--- src/iyr_pkg.sv ---
// Shared types and constants for the yaw-rate integrator.
`timescale 1ns / 1ps

package iyr_pkg;

  // request codes
  localparam logic REQ_SAMPLE = 1'b0;
  localparam logic REQ_ZERO   = 1'b1;

  // configuration register indexes
  localparam int CFG_IDX_W = 1;
  localparam logic [CFG_IDX_W-1:0] CFG_GYRO_BIAS = 1'b0;
  localparam logic [CFG_IDX_W-1:0] CFG_MAX_STEP  = 1'b1;
  localparam int CFG_DATA_W = 24;

  localparam logic signed [23:0] GYRO_BIAS_RST = 24'sd0;
  localparam logic [15:0]        MAX_STEP_RST  = 16'd100;

  localparam int SMOOTH_DIVISOR_DEF = 8;
  // reciprocal for the averaging divide stays below 2^18 for divisors 2..256
  localparam int SMOOTH_RECIP_W = 18;

  localparam int NUM_AXES   = 6;
  localparam int AXIS_IDX_W = 3;
  localparam logic [AXIS_IDX_W-1:0] LAST_STEP = AXIS_IDX_W'(NUM_AXES - 1);

  // run steps at which the scalar chain writes back
  localparam logic [AXIS_IDX_W-1:0] STEP_RATE_WR = 3'd1;
  localparam logic [AXIS_IDX_W-1:0] STEP_YAW_WR  = 3'd4;

  // rate = floor(floor(|d|*10 / 128) / 131), 65.5 * 256 = 128 * 131
  localparam int RATE_SHIFT = 29;
  localparam logic [22:0] RATE_RECIP = 23'(((64'd1 << RATE_SHIFT) + 131 - 1) / 131);

  // yaw step = floor(floor(|d|*dt / 512) / 3275), 1676800 = 512 * 3275
  localparam int STEP_SHIFT = 43;
  localparam logic [31:0] STEP_RECIP = 32'(((64'd1 << STEP_SHIFT) + 3275 - 1) / 3275);

  // step modulo one full turn
  localparam int YAW_HALF = 1800;
  localparam int YAW_FULL = 3600;
  localparam int WRAP_SHIFT = 32;
  localparam logic [20:0] WRAP_RECIP =
    21'(((64'd1 << WRAP_SHIFT) + YAW_FULL - 1) / YAW_FULL);

  typedef struct packed {
    logic                  capture;   // input beat taken this cycle
    logic                  run;       // compute step active
    logic [AXIS_IDX_W-1:0] step;      // compute step index, also axis index
    logic                  load_out;  // copy results into output register
  } iyr_cmd_t;

endpackage

--- src/iyr_ctrl.sv ---
// Sequencer for the yaw-rate integrator: handshakes and compute steps.
`timescale 1ns / 1ps

module iyr_ctrl
  import iyr_pkg::*;
(
  input  logic     clk_i,
  input  logic     rst_ni,
  input  logic     in_valid_i,
  output logic     in_stall_o,
  output logic     out_valid_o,
  input  logic     out_stall_i,
  output iyr_cmd_t cmd_o
);

  localparam logic [1:0] ST_IDLE = 2'd0;
  localparam logic [1:0] ST_RUN  = 2'd1;
  localparam logic [1:0] ST_LOAD = 2'd2;

  logic [1:0]            state_q, state_d;
  logic [AXIS_IDX_W-1:0] cnt_q, cnt_d;
  logic                  out_valid_q, out_valid_d;
  logic                  accept;
  logic                  out_free;

  assign in_stall_o  = (state_q != ST_IDLE);
  assign accept      = in_valid_i & ~in_stall_o;
  assign out_free    = ~out_valid_q | ~out_stall_i;
  assign out_valid_o = out_valid_q;

  always_comb begin
    state_d = state_q;
    cnt_d   = cnt_q;
    case (state_q)
      ST_IDLE: begin
        cnt_d = '0;
        if (accept) begin
          state_d = ST_RUN;
        end
      end
      ST_RUN: begin
        if (cnt_q == LAST_STEP) begin
          state_d = ST_LOAD;
        end else begin
          cnt_d = cnt_q + 1'b1;
        end
      end
      ST_LOAD: begin
        if (out_free) begin
          state_d = ST_IDLE;
        end
      end
      default: begin
        state_d = ST_IDLE;
      end
    endcase
  end

  always_comb begin
    cmd_o.capture  = accept;
    cmd_o.run      = (state_q == ST_RUN);
    cmd_o.step     = cnt_q;
    cmd_o.load_out = (state_q == ST_LOAD) & out_free;
  end

  always_comb begin
    out_valid_d = out_valid_q;
    if (cmd_o.load_out) begin
      out_valid_d = 1'b1;
    end else if (!out_stall_i) begin
      out_valid_d = 1'b0;
    end
  end

  always_ff @(posedge clk_i or negedge rst_ni) begin
    if (!rst_ni) begin
      state_q     <= ST_IDLE;
      cnt_q       <= '0;
      out_valid_q <= 1'b0;
    end else begin
      state_q     <= state_d;
      cnt_q       <= cnt_d;
      out_valid_q <= out_valid_d;
    end
  end

endmodule

--- src/iyr_datapath.sv ---
// Datapath: config registers, axis averages, rate and heading arithmetic.
`timescale 1ns / 1ps

module iyr_datapath
  import iyr_pkg::*;
#(
  parameter int SMOOTH_DIVISOR = SMOOTH_DIVISOR_DEF
) (
  input  logic                  clk_i,
  input  logic                  rst_ni,
  input  logic                  cfg_we_i,
  input  logic [CFG_IDX_W-1:0]  cfg_idx_i,
  input  logic [CFG_DATA_W-1:0] cfg_data_i,
  input  iyr_cmd_t              cmd_i,
  input  logic                  req_type_i,
  input  logic signed [15:0]    accel_x_i,
  input  logic signed [15:0]    accel_y_i,
  input  logic signed [15:0]    accel_z_i,
  input  logic signed [15:0]    gyro_x_i,
  input  logic signed [15:0]    gyro_y_i,
  input  logic signed [15:0]    gyro_z_i,
  input  logic [31:0]           time_ms_i,
  output logic signed [11:0]    yaw_tenths_o,
  output logic signed [14:0]    rate_tenths_o,
  output logic signed [15:0]    smooth_accel_x_o,
  output logic signed [15:0]    smooth_accel_y_o,
  output logic signed [15:0]    smooth_accel_z_o,
  output logic signed [15:0]    smooth_gyro_x_o,
  output logic signed [15:0]    smooth_gyro_y_o,
  output logic signed [15:0]    smooth_gyro_z_o
);

  // exact floor(n / SMOOTH_DIVISOR) for n < 2^16 by reciprocal multiply
  localparam int SMOOTH_SHIFT = 16 + $clog2(SMOOTH_DIVISOR);
  localparam logic [SMOOTH_RECIP_W-1:0] SMOOTH_RECIP =
    SMOOTH_RECIP_W'(((64'd1 << SMOOTH_SHIFT) + SMOOTH_DIVISOR - 1) / SMOOTH_DIVISOR);
  localparam int AX_PROD_W = 16 + SMOOTH_RECIP_W;

  localparam logic signed [13:0] YAW_HALF_S = 14'(YAW_HALF);
  localparam logic signed [13:0] YAW_FULL_S = 14'(YAW_FULL);
  localparam logic [11:0]        YAW_FULL_U = 12'(YAW_FULL);

  // config and architectural state
  logic signed [23:0] bias_q;
  logic [15:0]        max_step_q;
  logic signed [15:0] avg_q [NUM_AXES];
  logic signed [11:0] heading_q;
  logic signed [14:0] rate_q;
  logic [31:0]        last_time_q;
  logic               started_q;

  // captured request
  logic signed [15:0] samp_q [NUM_AXES];
  logic               zero_q;
  logic               integ_q;
  logic               d_sign_q;
  logic [23:0]        d_mag_q;
  logic [15:0]        dt_q;

  // scalar chain
  logic [39:0] prod_q;
  logic [43:0] rate_p_q;
  logic [19:0] step_q;
  logic [7:0]  q_turn_q;
  logic [11:0] rem_q;

  // output register
  logic signed [11:0] yaw_out_q;
  logic signed [14:0] rate_out_q;
  logic signed [15:0] avg_out_q [NUM_AXES];

  // capture-side logic
  logic signed [24:0] d_full;
  logic [24:0]        d_neg;
  logic [31:0]        dt_raw;
  logic [15:0]        dt_clamp;
  logic               is_sample;

  assign is_sample = (req_type_i == REQ_SAMPLE);
  assign d_full    = {gyro_z_i[15], gyro_z_i, 8'd0} - {bias_q[23], bias_q};
  assign d_neg     = -d_full;
  assign dt_raw    = time_ms_i - last_time_q;
  assign dt_clamp  = (dt_raw > {16'd0, max_step_q}) ? max_step_q : dt_raw[15:0];

  // scalar chain logic
  logic [39:0] prod_d;
  logic [27:0] mag10;
  logic [43:0] rate_p_d;
  logic [14:0] rate_mag;
  logic [62:0] step_p;
  logic [40:0] turn_p;
  logic [19:0] turn_sub;
  logic [19:0] rem_full;

  assign prod_d   = 40'(d_mag_q) * 40'(dt_q);
  assign mag10    = {1'b0, d_mag_q, 3'd0} + {3'd0, d_mag_q, 1'b0};
  assign rate_p_d = 44'(mag10[27:7]) * 44'(RATE_RECIP);
  assign rate_mag = rate_p_q[43:RATE_SHIFT];
  assign step_p   = 63'(prod_q[39:9]) * 63'(STEP_RECIP);
  assign turn_p   = 41'(step_q) * 41'(WRAP_RECIP);
  assign turn_sub = 20'(q_turn_q) * 20'(YAW_FULL_U);
  assign rem_full = step_q - turn_sub;

  // heading wrap: rem_q is the step modulo one turn, direction from d
  logic signed [13:0] h_sum;
  logic signed [13:0] h_wrap;

  assign h_sum = d_sign_q ? ({{2{heading_q[11]}}, heading_q} - {2'b00, rem_q})
                          : ({{2{heading_q[11]}}, heading_q} + {2'b00, rem_q});

  always_comb begin
    h_wrap = h_sum;
    if (step_q == '0) begin
      h_wrap = {{2{heading_q[11]}}, heading_q};
    end else if (!d_sign_q) begin
      // forward step lands in (-1800, 1800]
      if (h_sum > YAW_HALF_S) begin
        h_wrap = h_sum - YAW_FULL_S;
      end else if (h_sum == -YAW_HALF_S) begin
        h_wrap = YAW_HALF_S;
      end
    end else begin
      // backward step lands in [-1800, 1800)
      if (h_sum < -YAW_HALF_S) begin
        h_wrap = h_sum + YAW_FULL_S;
      end else if (h_sum == YAW_HALF_S) begin
        h_wrap = -YAW_HALF_S;
      end
    end
  end

  // one axis average per step
  logic signed [15:0]   ax_x;
  logic signed [15:0]   ax_a;
  logic signed [16:0]   ax_diff;
  logic [16:0]          ax_diff_neg;
  logic [15:0]          ax_mag;
  logic [AX_PROD_W-1:0] ax_prod;
  logic [15:0]          ax_quo;
  logic [16:0]          ax_new;

  assign ax_x        = samp_q[cmd_i.step];
  assign ax_a        = avg_q[cmd_i.step];
  assign ax_diff     = {ax_x[15], ax_x} - {ax_a[15], ax_a};
  assign ax_diff_neg = -ax_diff;
  assign ax_mag      = ax_diff[16] ? ax_diff_neg[15:0] : ax_diff[15:0];
  assign ax_prod     = AX_PROD_W'(ax_mag) * AX_PROD_W'(SMOOTH_RECIP);
  assign ax_quo      = 16'(ax_prod >> SMOOTH_SHIFT);
  assign ax_new      = ax_diff[16] ? ({ax_a[15], ax_a} - {1'b0, ax_quo})
                                   : ({ax_a[15], ax_a} + {1'b0, ax_quo});

  always_ff @(posedge clk_i or negedge rst_ni) begin
    if (!rst_ni) begin
      bias_q      <= GYRO_BIAS_RST;
      max_step_q  <= MAX_STEP_RST;
      heading_q   <= '0;
      rate_q      <= '0;
      last_time_q <= '0;
      started_q   <= 1'b0;
      zero_q      <= 1'b0;
      integ_q     <= 1'b0;
      for (int i = 0; i < NUM_AXES; i++) begin
        avg_q[i] <= '0;
      end
    end else begin
      if (cfg_we_i) begin
        case (cfg_idx_i)
          CFG_GYRO_BIAS: bias_q     <= cfg_data_i;
          CFG_MAX_STEP:  max_step_q <= cfg_data_i[15:0];
          default: ;
        endcase
      end
      if (cmd_i.capture) begin
        zero_q  <= ~is_sample;
        integ_q <= started_q & is_sample;
        if (is_sample) begin
          last_time_q <= time_ms_i;
          started_q   <= 1'b1;
        end else begin
          heading_q <= '0;
        end
      end
      if (cmd_i.run && !zero_q) begin
        avg_q[cmd_i.step] <= ax_new[15:0];
        if (cmd_i.step == STEP_RATE_WR) begin
          rate_q <= d_sign_q ? -rate_mag : rate_mag;
        end
        if (cmd_i.step == STEP_YAW_WR && integ_q) begin
          heading_q <= h_wrap[11:0];
        end
      end
    end
  end

  // payload registers, no reset
  always_ff @(posedge clk_i) begin
    if (cmd_i.capture) begin
      samp_q[0] <= accel_x_i;
      samp_q[1] <= accel_y_i;
      samp_q[2] <= accel_z_i;
      samp_q[3] <= gyro_x_i;
      samp_q[4] <= gyro_y_i;
      samp_q[5] <= gyro_z_i;
      d_sign_q  <= d_full[24];
      d_mag_q   <= d_full[24] ? d_neg[23:0] : d_full[23:0];
      dt_q      <= dt_clamp;
    end
    if (cmd_i.run) begin
      prod_q   <= prod_d;
      rate_p_q <= rate_p_d;
      step_q   <= step_p[62:STEP_SHIFT];
      q_turn_q <= turn_p[39:WRAP_SHIFT];
      rem_q    <= rem_full[11:0];
    end
    if (cmd_i.load_out) begin
      yaw_out_q  <= heading_q;
      rate_out_q <= rate_q;
      for (int i = 0; i < NUM_AXES; i++) begin
        avg_out_q[i] <= avg_q[i];
      end
    end
  end

  assign yaw_tenths_o     = yaw_out_q;
  assign rate_tenths_o    = rate_out_q;
  assign smooth_accel_x_o = avg_out_q[0];
  assign smooth_accel_y_o = avg_out_q[1];
  assign smooth_accel_z_o = avg_out_q[2];
  assign smooth_gyro_x_o  = avg_out_q[3];
  assign smooth_gyro_y_o  = avg_out_q[4];
  assign smooth_gyro_z_o  = avg_out_q[5];

endmodule

--- src/imu_yaw_rate_integrator.sv ---
// Top level of the yaw-rate integrator: sequencer plus datapath.
`timescale 1ns / 1ps

// Usage:
//   Input channel (in_valid_i / in_stall_o) carries one request per beat:
//   a six-axis sample with a millisecond timestamp, or a heading-zero
//   request (req_type_i = 1). Every request yields exactly one result beat
//   on the output channel (out_valid_o / out_stall_i): heading, turn rate
//   and the six smoothed axes.
//   Sequence: the beat is taken, then six compute steps follow (one axis
//   average per step through a shared reciprocal multiplier, the rate and
//   heading chain running alongside), and then the result register is
//   loaded, waiting first while a stalled result is still held. No new beat
//   is taken until the result register is loaded and the block is idle
//   again; the six-step axis sequence sets the pace.
//   A held result does not block the next request: the block computes it
//   and waits only before loading the result register while out_stall_i is
//   high. Configuration writes (cfg_we_i) take effect at once; the user is to
//   make them while no request is in flight; the block does not enforce it.
//   Reset clears the averages, heading, rate and the timestamp-started flag;
//   bias resets to 0 and the step clamp to 100 ms.
module imu_yaw_rate_integrator
  import iyr_pkg::*;
#(
  parameter int SMOOTH_DIVISOR = SMOOTH_DIVISOR_DEF
) (
  input  logic                  clk_i,
  input  logic                  rst_ni,
  input  logic                  cfg_we_i,
  input  logic [CFG_IDX_W-1:0]  cfg_idx_i,
  input  logic [CFG_DATA_W-1:0] cfg_data_i,
  input  logic                  in_valid_i,
  output logic                  in_stall_o,
  input  logic                  req_type_i,
  input  logic signed [15:0]    accel_x_i,
  input  logic signed [15:0]    accel_y_i,
  input  logic signed [15:0]    accel_z_i,
  input  logic signed [15:0]    gyro_x_i,
  input  logic signed [15:0]    gyro_y_i,
  input  logic signed [15:0]    gyro_z_i,
  input  logic [31:0]           time_ms_i,
  output logic                  out_valid_o,
  input  logic                  out_stall_i,
  output logic signed [11:0]    yaw_tenths_o,
  output logic signed [14:0]    rate_tenths_o,
  output logic signed [15:0]    smooth_accel_x_o,
  output logic signed [15:0]    smooth_accel_y_o,
  output logic signed [15:0]    smooth_accel_z_o,
  output logic signed [15:0]    smooth_gyro_x_o,
  output logic signed [15:0]    smooth_gyro_y_o,
  output logic signed [15:0]    smooth_gyro_z_o
);

  iyr_cmd_t cmd;

  iyr_ctrl u_ctrl (
    .clk_i       (clk_i),
    .rst_ni      (rst_ni),
    .in_valid_i  (in_valid_i),
    .in_stall_o  (in_stall_o),
    .out_valid_o (out_valid_o),
    .out_stall_i (out_stall_i),
    .cmd_o       (cmd)
  );

  iyr_datapath #(
    .SMOOTH_DIVISOR (SMOOTH_DIVISOR)
  ) u_datapath (
    .clk_i            (clk_i),
    .rst_ni           (rst_ni),
    .cfg_we_i         (cfg_we_i),
    .cfg_idx_i        (cfg_idx_i),
    .cfg_data_i       (cfg_data_i),
    .cmd_i            (cmd),
    .req_type_i       (req_type_i),
    .accel_x_i        (accel_x_i),
    .accel_y_i        (accel_y_i),
    .accel_z_i        (accel_z_i),
    .gyro_x_i         (gyro_x_i),
    .gyro_y_i         (gyro_y_i),
    .gyro_z_i         (gyro_z_i),
    .time_ms_i        (time_ms_i),
    .yaw_tenths_o     (yaw_tenths_o),
    .rate_tenths_o    (rate_tenths_o),
    .smooth_accel_x_o (smooth_accel_x_o),
    .smooth_accel_y_o (smooth_accel_y_o),
    .smooth_accel_z_o (smooth_accel_z_o),
    .smooth_gyro_x_o  (smooth_gyro_x_o),
    .smooth_gyro_y_o  (smooth_gyro_y_o),
    .smooth_gyro_z_o  (smooth_gyro_z_o)
  );

`ifndef SYNTHESIS
  // an accepted beat always starts the compute sequence
  a_capture_runs : assert property (@(posedge clk_i) disable iff (!rst_ni)
    cmd.capture |=> cmd.run && (cmd.step == '0))
    else $error("accepted beat did not start compute");

  // the result register is never overwritten while a stalled result waits
  a_no_overwrite : assert property (@(posedge clk_i) disable iff (!rst_ni)
    cmd.load_out |-> !(out_valid_o && out_stall_i))
    else $error("result register loaded over a stalled beat");

  // a new result only shows up after a load
  a_valid_from_load : assert property (@(posedge clk_i) disable iff (!rst_ni)
    $rose(out_valid_o) |-> $past(cmd.load_out))
    else $error("output valid without a load");

  // no new beat is taken while a request is in flight
  a_no_capture_busy : assert property (@(posedge clk_i) disable iff (!rst_ni)
    (cmd.run || cmd.load_out) |-> !cmd.capture)
    else $error("beat accepted while busy");
`endif

endmodule
--- config.mk ---
export PLATFORM = sky130hd
export DESIGN_NAME = imu_yaw_rate_integrator
export DESIGN_NICKNAME = d
export VERILOG_FILES = /design/src/iyr_pkg.sv /design/src/iyr_ctrl.sv /design/src/iyr_datapath.sv /design/src/imu_yaw_rate_integrator.sv
export SDC_FILE = /design/constraint.sdc
export NUM_CORES = 2
export LEC_CHECK = 0
export BUFFER_PORTS_ARGS = -buffer_cell sky130_fd_sc_hd__buf_2
export CORE_MARGIN = 4
export CORE_UTILIZATION = 40
export DETAILED_ROUTE_END_ITERATION = 10
export PLACE_DENSITY = 0.66
export SLEW_MARGIN = 20
export SYNTH_ARGS = -nofsm -noshare
export SYNTH_HDL_FRONTEND = slang
export SYNTH_HIERARCHICAL = 1
export SYNTH_SLANG_ARGS = --single-unit
export TNS_END_PERCENT = 5
--- constraint.sdc ---
create_clock -name clk_i -period 9.43 [get_ports clk_i]
set_input_delay 0.943 -clock clk_i [delete_from_list [all_inputs] [get_ports clk_i]]
set_output_delay 0.943 -clock clk_i [all_outputs]
set_load 0.03 [all_outputs]
==> flow_summary.html <==
<table>
<tr><th>Metric</th><th>Value</th></tr>
<tr><th colspan="2">Layout</th></tr>
<tr><td>Number of fillers in the final layout</td><td>15,300</td></tr>
<tr><td>Share of post-route cells with drive strength above 1</td><td>0.0954</td></tr>
<tr><td>Area growth from synthesis to final layout</td><td>9.84%</td></tr>
<tr><td>Final core area utilization</td><td>0.444</td></tr>
<tr><td>Layout net count</td><td>8,704</td></tr>
<tr><th colspan="2">Timing</th></tr>
<tr><td>Setup-failing EPs final</td><td>0</td></tr>
<tr><td>Final hold violations</td><td>0</td></tr>
<tr><td>Tcrit/Tclk final</td><td>0.950</td></tr>
<tr><td>Max-slew violations</td><td>0</td></tr>
<tr><td>Maximum operating frequency</td><td>112 MHz</td></tr>
<tr><td>Worst slew slack as a fraction of its limit</td><td>0.238</td></tr>
<tr><td>Setup Total Neg Slack</td><td>0 ps</td></tr>
<tr><td>Post-Route Skew</td><td>82.3 ps</td></tr>
<tr><td>Final worst path period need</td><td>8960 ps</td></tr>
<tr><td>Worst slew pin tran</td><td>1140 ps</td></tr>
<tr><th colspan="2">Placed design</th></tr>
<tr><td>Hpwl dp</td><td>136 mm</td></tr>
<tr><td>Final Wtd Congestion</td><td>0.916</td></tr>
<tr><td>I/O Buffers</td><td>283</td></tr>
<tr><th colspan="2">Clocking</th></tr>
<tr><td>Hold Buf Count CTS</td><td>0</td></tr>
<tr><td>Buffer cell driving the clock tree root</td><td>clkbuf_16</td></tr>
<tr><td>CTS H-Tree Depth</td><td>2</td></tr>
<tr><td>Sinks on the clock net</td><td>549</td></tr>
<tr><td>Reg clk slew, reported paths</td><td>70 ps</td></tr>
<tr><td>Clock tree from TritonCTS</td><td>done</td></tr>
<tr><td>Buffer depth of the longest clock path</td><td>3</td></tr>
<tr><td>Number of buffers added by the clock tree synthesis step</td><td>59</td></tr>
<tr><td>Clock network latency to the later pin of the worst-skew pair</td><td>690 ps</td></tr>
<tr><th colspan="2">Logic synthesis</th></tr>
<tr><td>Ranking of synthesized cells by instance count</td><td>inv_1 (1,318), ha_1 (1,060), fa_1 (829)</td></tr>
<tr><td>Library cells used by synthesis</td><td>100</td></tr>
<tr><td>Cell accounting for the most synthesized area</td><td>fa_1</td></tr>
<tr><td>Average cell area after synthesis</td><td>10.4 µm²</td></tr>
<tr><td>Xor/xnor share of the synthesized area</td><td>0.0323</td></tr>
<tr><td>Synth Register Bits</td><td>549</td></tr>
<tr><td>Post-Synthesis Cell Area</td><td>66,100 µm²</td></tr>
<tr><td>Post-Synthesis Net Count</td><td>8,428</td></tr>
<tr><td>Dominant register cell in the synthesized netlist</td><td>edfxtp_1</td></tr>
<tr><td>Async set-or-reset flop fraction in the synthesized netlist</td><td>0.372</td></tr>
<tr><td>Dominant combinational cell family by area after synthesis</td><td>adder cells</td></tr>
<tr><td>Fraction of the mapped netlist area in adder cells</td><td>0.452</td></tr>
<tr><td>Share of cell area taken by muxes after synthesis</td><td>0.0285</td></tr>
<tr><td>Basic-gate share of the synthesized area counting and, or, nand and nor cells</td><td>0.0904</td></tr>
<tr><td>Portion of synthesized cell area occupied by the leading cell type</td><td>0.251</td></tr>
<tr><td>Leading post-synthesis cells by cell area</td><td>fa_1 (25%), ha_1 (20%), edfxtp_1 (16%)</td></tr>
<tr><td>Most numerous cell in the Yosys netlist</td><td>inv_1</td></tr>
<tr><td>Post-synthesis cell count</td><td>6,380</td></tr>
<tr><td>Number of enable-type register cells in the synthesized netlist</td><td>345</td></tr>
<tr><td>Synth warnings</td><td>6</td></tr>
<tr><td>Fraction of the yosys area taken by sequential cells</td><td>0.234</td></tr>
<tr><td>Complex-gate fraction of the synthesized area</td><td>0.0796</td></tr>
<tr><th colspan="2">Global routing</th></tr>
<tr><td>Initial antenna violation count</td><td>18</td></tr>
<tr><td>Largest net degree at the start of global routing</td><td>75</td></tr>
<tr><td>Gr usage total</td><td>0.193</td></tr>
<tr><td>Overflow after GRT</td><td>0</td></tr>
<tr><td>Global-route wire length before repair</td><td>269 mm</td></tr>
<tr><td>Vias in the first global route</td><td>49,000</td></tr>
<tr><th colspan="2">Floorplanning</th></tr>
<tr><td>Die Area</td><td>172,000 µm²</td></tr>
<tr><td>Die width</td><td>415 µm</td></tr>
<tr><td>Rows</td><td>148</td></tr>
<tr><td>I/O pin total</td><td>284</td></tr>
<tr><td>Core ar.</td><td>164,000 µm²</td></tr>
<tr><td>Starting density of the core</td><td>0.404</td></tr>
<tr><td>Chip height</td><td>415 µm</td></tr>
<tr><th colspan="2">Detailed routing</th></tr>
<tr><td>Vias after detailed routing</td><td>45,800</td></tr>
<tr><td>Met2 WL</td><td>77.9 mm</td></tr>
<tr><td>DRC Markers</td><td>0</td></tr>
<tr><td>Total wirelength of the detailed-routed design</td><td>166 mm</td></tr>
<tr><td>Highest routing layer actually used</td><td>met5</td></tr>
<tr><td>Met1 WL</td><td>74.3 mm</td></tr>
<tr><td>Number of design-rule violations left by the first detailed-router iteration</td><td>2,671</td></tr>
<tr><td>DR WL met3</td><td>9.12 mm</td></tr>
<tr><td>Length of the first detailed-routing pass in iterations</td><td>8</td></tr>
<tr><td>Detailed-route vias per instance</td><td>5.15</td></tr>
<tr><td>Post-route antenna net violation count</td><td>0</td></tr>
<tr><td>Average wire per cell in the routed design</td><td>18.6 µm</td></tr>
<tr><th colspan="2">Critical path</th></tr>
<tr><td>CP Data Required Time</td><td>9840 ps</td></tr>
<tr><td>CP max stage cell</td><td>fa_1</td></tr>
<tr><td>Top cell family by delay on the critical path</td><td>adder cells</td></tr>
<tr><td>Worst Setup End Kind</td><td>flop</td></tr>
<tr><td>Buffers and inverters on the worst path</td><td>3</td></tr>
<tr><td>Arrival time worst endpoint</td><td>9370 ps</td></tr>
<tr><td>Worst path most repeated cell</td><td>fa_1</td></tr>
<tr><td>Type of the worst setup path</td><td>flop to flop</td></tr>
<tr><td>Critical Path Start Type</td><td>flop</td></tr>
<tr><td>Top fanout value on the critical path</td><td>5</td></tr>
<tr><td>Largest incremental delay on the critical path</td><td>560 ps</td></tr>
<tr><td>Slack of the worst reg-to-reg path</td><td>470 ps</td></tr>
<tr><th colspan="2">Run status</th></tr>
<tr><td>Outcome</td><td>finished clean</td></tr>
<tr><th colspan="2">Hold path</th></tr>
<tr><td>Hold crit path type</td><td>primary input to asynchronous set/reset pin</td></tr>
<tr><th colspan="2">Job</th></tr>
<tr><td>Number of max-cap violations</td><td>0</td></tr>
</table>
==> final timing paths <==
| kind | start | cells past startpoint | endpoint |
|---|---|---|---|
| max in group asynchronous | rst_ni | 2 | u_ctrl/cnt_q[0] |
| hold / removal | rst_ni | 1 | u_datapath/avg_q[70] |
| min in group clk_i | u_datapath/rate_q[0] | 0 | u_datapath/rate_tenths_o[0] |
| setup / recovery | u_datapath/d_mag_q[3] | 33 | u_datapath/rate_p_q[42] |
| hold reg to reg | u_datapath/rate_q[0] | 0 | u_datapath/rate_tenths_o[0] |
| setup reg to reg | u_datapath/d_mag_q[3] | 33 | u_datapath/rate_p_q[42] |
==> layout by cell type, fill, tap and decap left out, types with 11 or more instances in the layout <==
cell type and instances:
inv_1 1317, ha_1 1060, fa_1 829, nand2_1 621, edfxtp_1 345, buf_2 282
o21ai_0 218, nor2_1 203, dfrtp_1 199, a21oi_1 182, xnor2_1 154, and2_1 131
a21o_1 116, xor2_1 87, buf_4 75, mux2_2 67, clkbuf_16 63, nand3_1 61
nor3_1 53, mux2i_1 40, nor2b_1 39, o21a_1 39, nand4_1 34, mux4_2 32
a31oi_1 28, or2_2 24, nand2b_1 22, a211oi_1 22, or3_1 21, and3_1 20
o31ai_1 20, o31a_1 18, o211ai_1 16, nor4_1 14, bufinv_16 11
==> logic make-up (layout without fill, tap and decap cells) <==
kind of cell	Yosys count	count (layout)
multiplexers	140	140
AO/OA/AOI/OAI	805	805
flip-flops	549	549
AND/OR/NAND/NOR	1289	1289
other	0	10
adder cells (fa/ha/maj)	1889	1889
buffers and inverters	1464	1791
XOR/XNOR	244	244
==> state kept, by name (all words and copies together), names as in the netlist, 15 cells and up <==
signal                    cells
u_datapath/step_q            20
u_datapath/prod_q            31
u_datapath/rate_q            15
u_datapath/samp_q            96
u_datapath/avg_q             96
u_datapath/rate_tenths_o     15
u_datapath/dt_q              16
u_datapath/bias_q            24
u_datapath/avg_out_q         96
u_datapath/d_mag_q           24
u_datapath/max_step_q        16
u_datapath/last_time_q       32
==> layer usage <==
| metal | vias up | track usage |
|---|---|---|
| li1 | 21400 | - |
| met1 | 23000 | 0.268 |
| met2 | 1154 | 0.322 |
| met3 | 242 | 0.0280 |
| met4 | 12 | 0.0428 |
| met5 | - | 0 |
==> per-stage QoR <==
step | cells | cell area (µm²) | worst slack [ps] | hold slack [ps]
5_1_grt | 8888 | 72600 | -13.9 | 202
3_3_place_gp | 8768 | 70300 | 414 | 434
3_5_place_dp | 8768 | 70300 | 291 | 433
6_report | 8892 | 72600 | 468 | 180
4_1_cts | 8880 | 72500 | 178 | 165
2_1_floorplan | 6380 | 66100 | 842 | 420
==> layout make-up <==
| class | count | area, µm² | share of cell area |
|---|---|---|---|
| diodes | 10 | 25.0 | 0.000345 |
| clock inverters | 41 | 591 | 0.00813 |
| multi-input cells | 4367 | 45200 | 0.623 |
| inverters | 1318 | 4950 | 0.0682 |
| repair buffers | 361 | 2030 | 0.0280 |
| well taps | 2175 | 2720 | 0.0375 |
| flip-flops and latches | 549 | 15500 | 0.213 |
| clock buffers | 71 | 1610 | 0.0221 |
==> timing repair <==
action,4_1_cts,5_1_grt
gates resized for setup,0,10
setup buffers,0,1
endpoints found under the setup margin,0,5
hold endpoints to repair,0,0
==> worst register-to-register path: cells and delay by family (launching register included) <==
family	cells	cell delay [ps]
compound gates	16	3190
xor+xnor	2	190
fa+ha+maj	9	3760
buf+inv	3	290
flops	1	430
simple gates	3	830
Power is left out: the tool's default activity adds up to more than one toggle a clock period on the data nets, which glitch-free logic cannot reach.
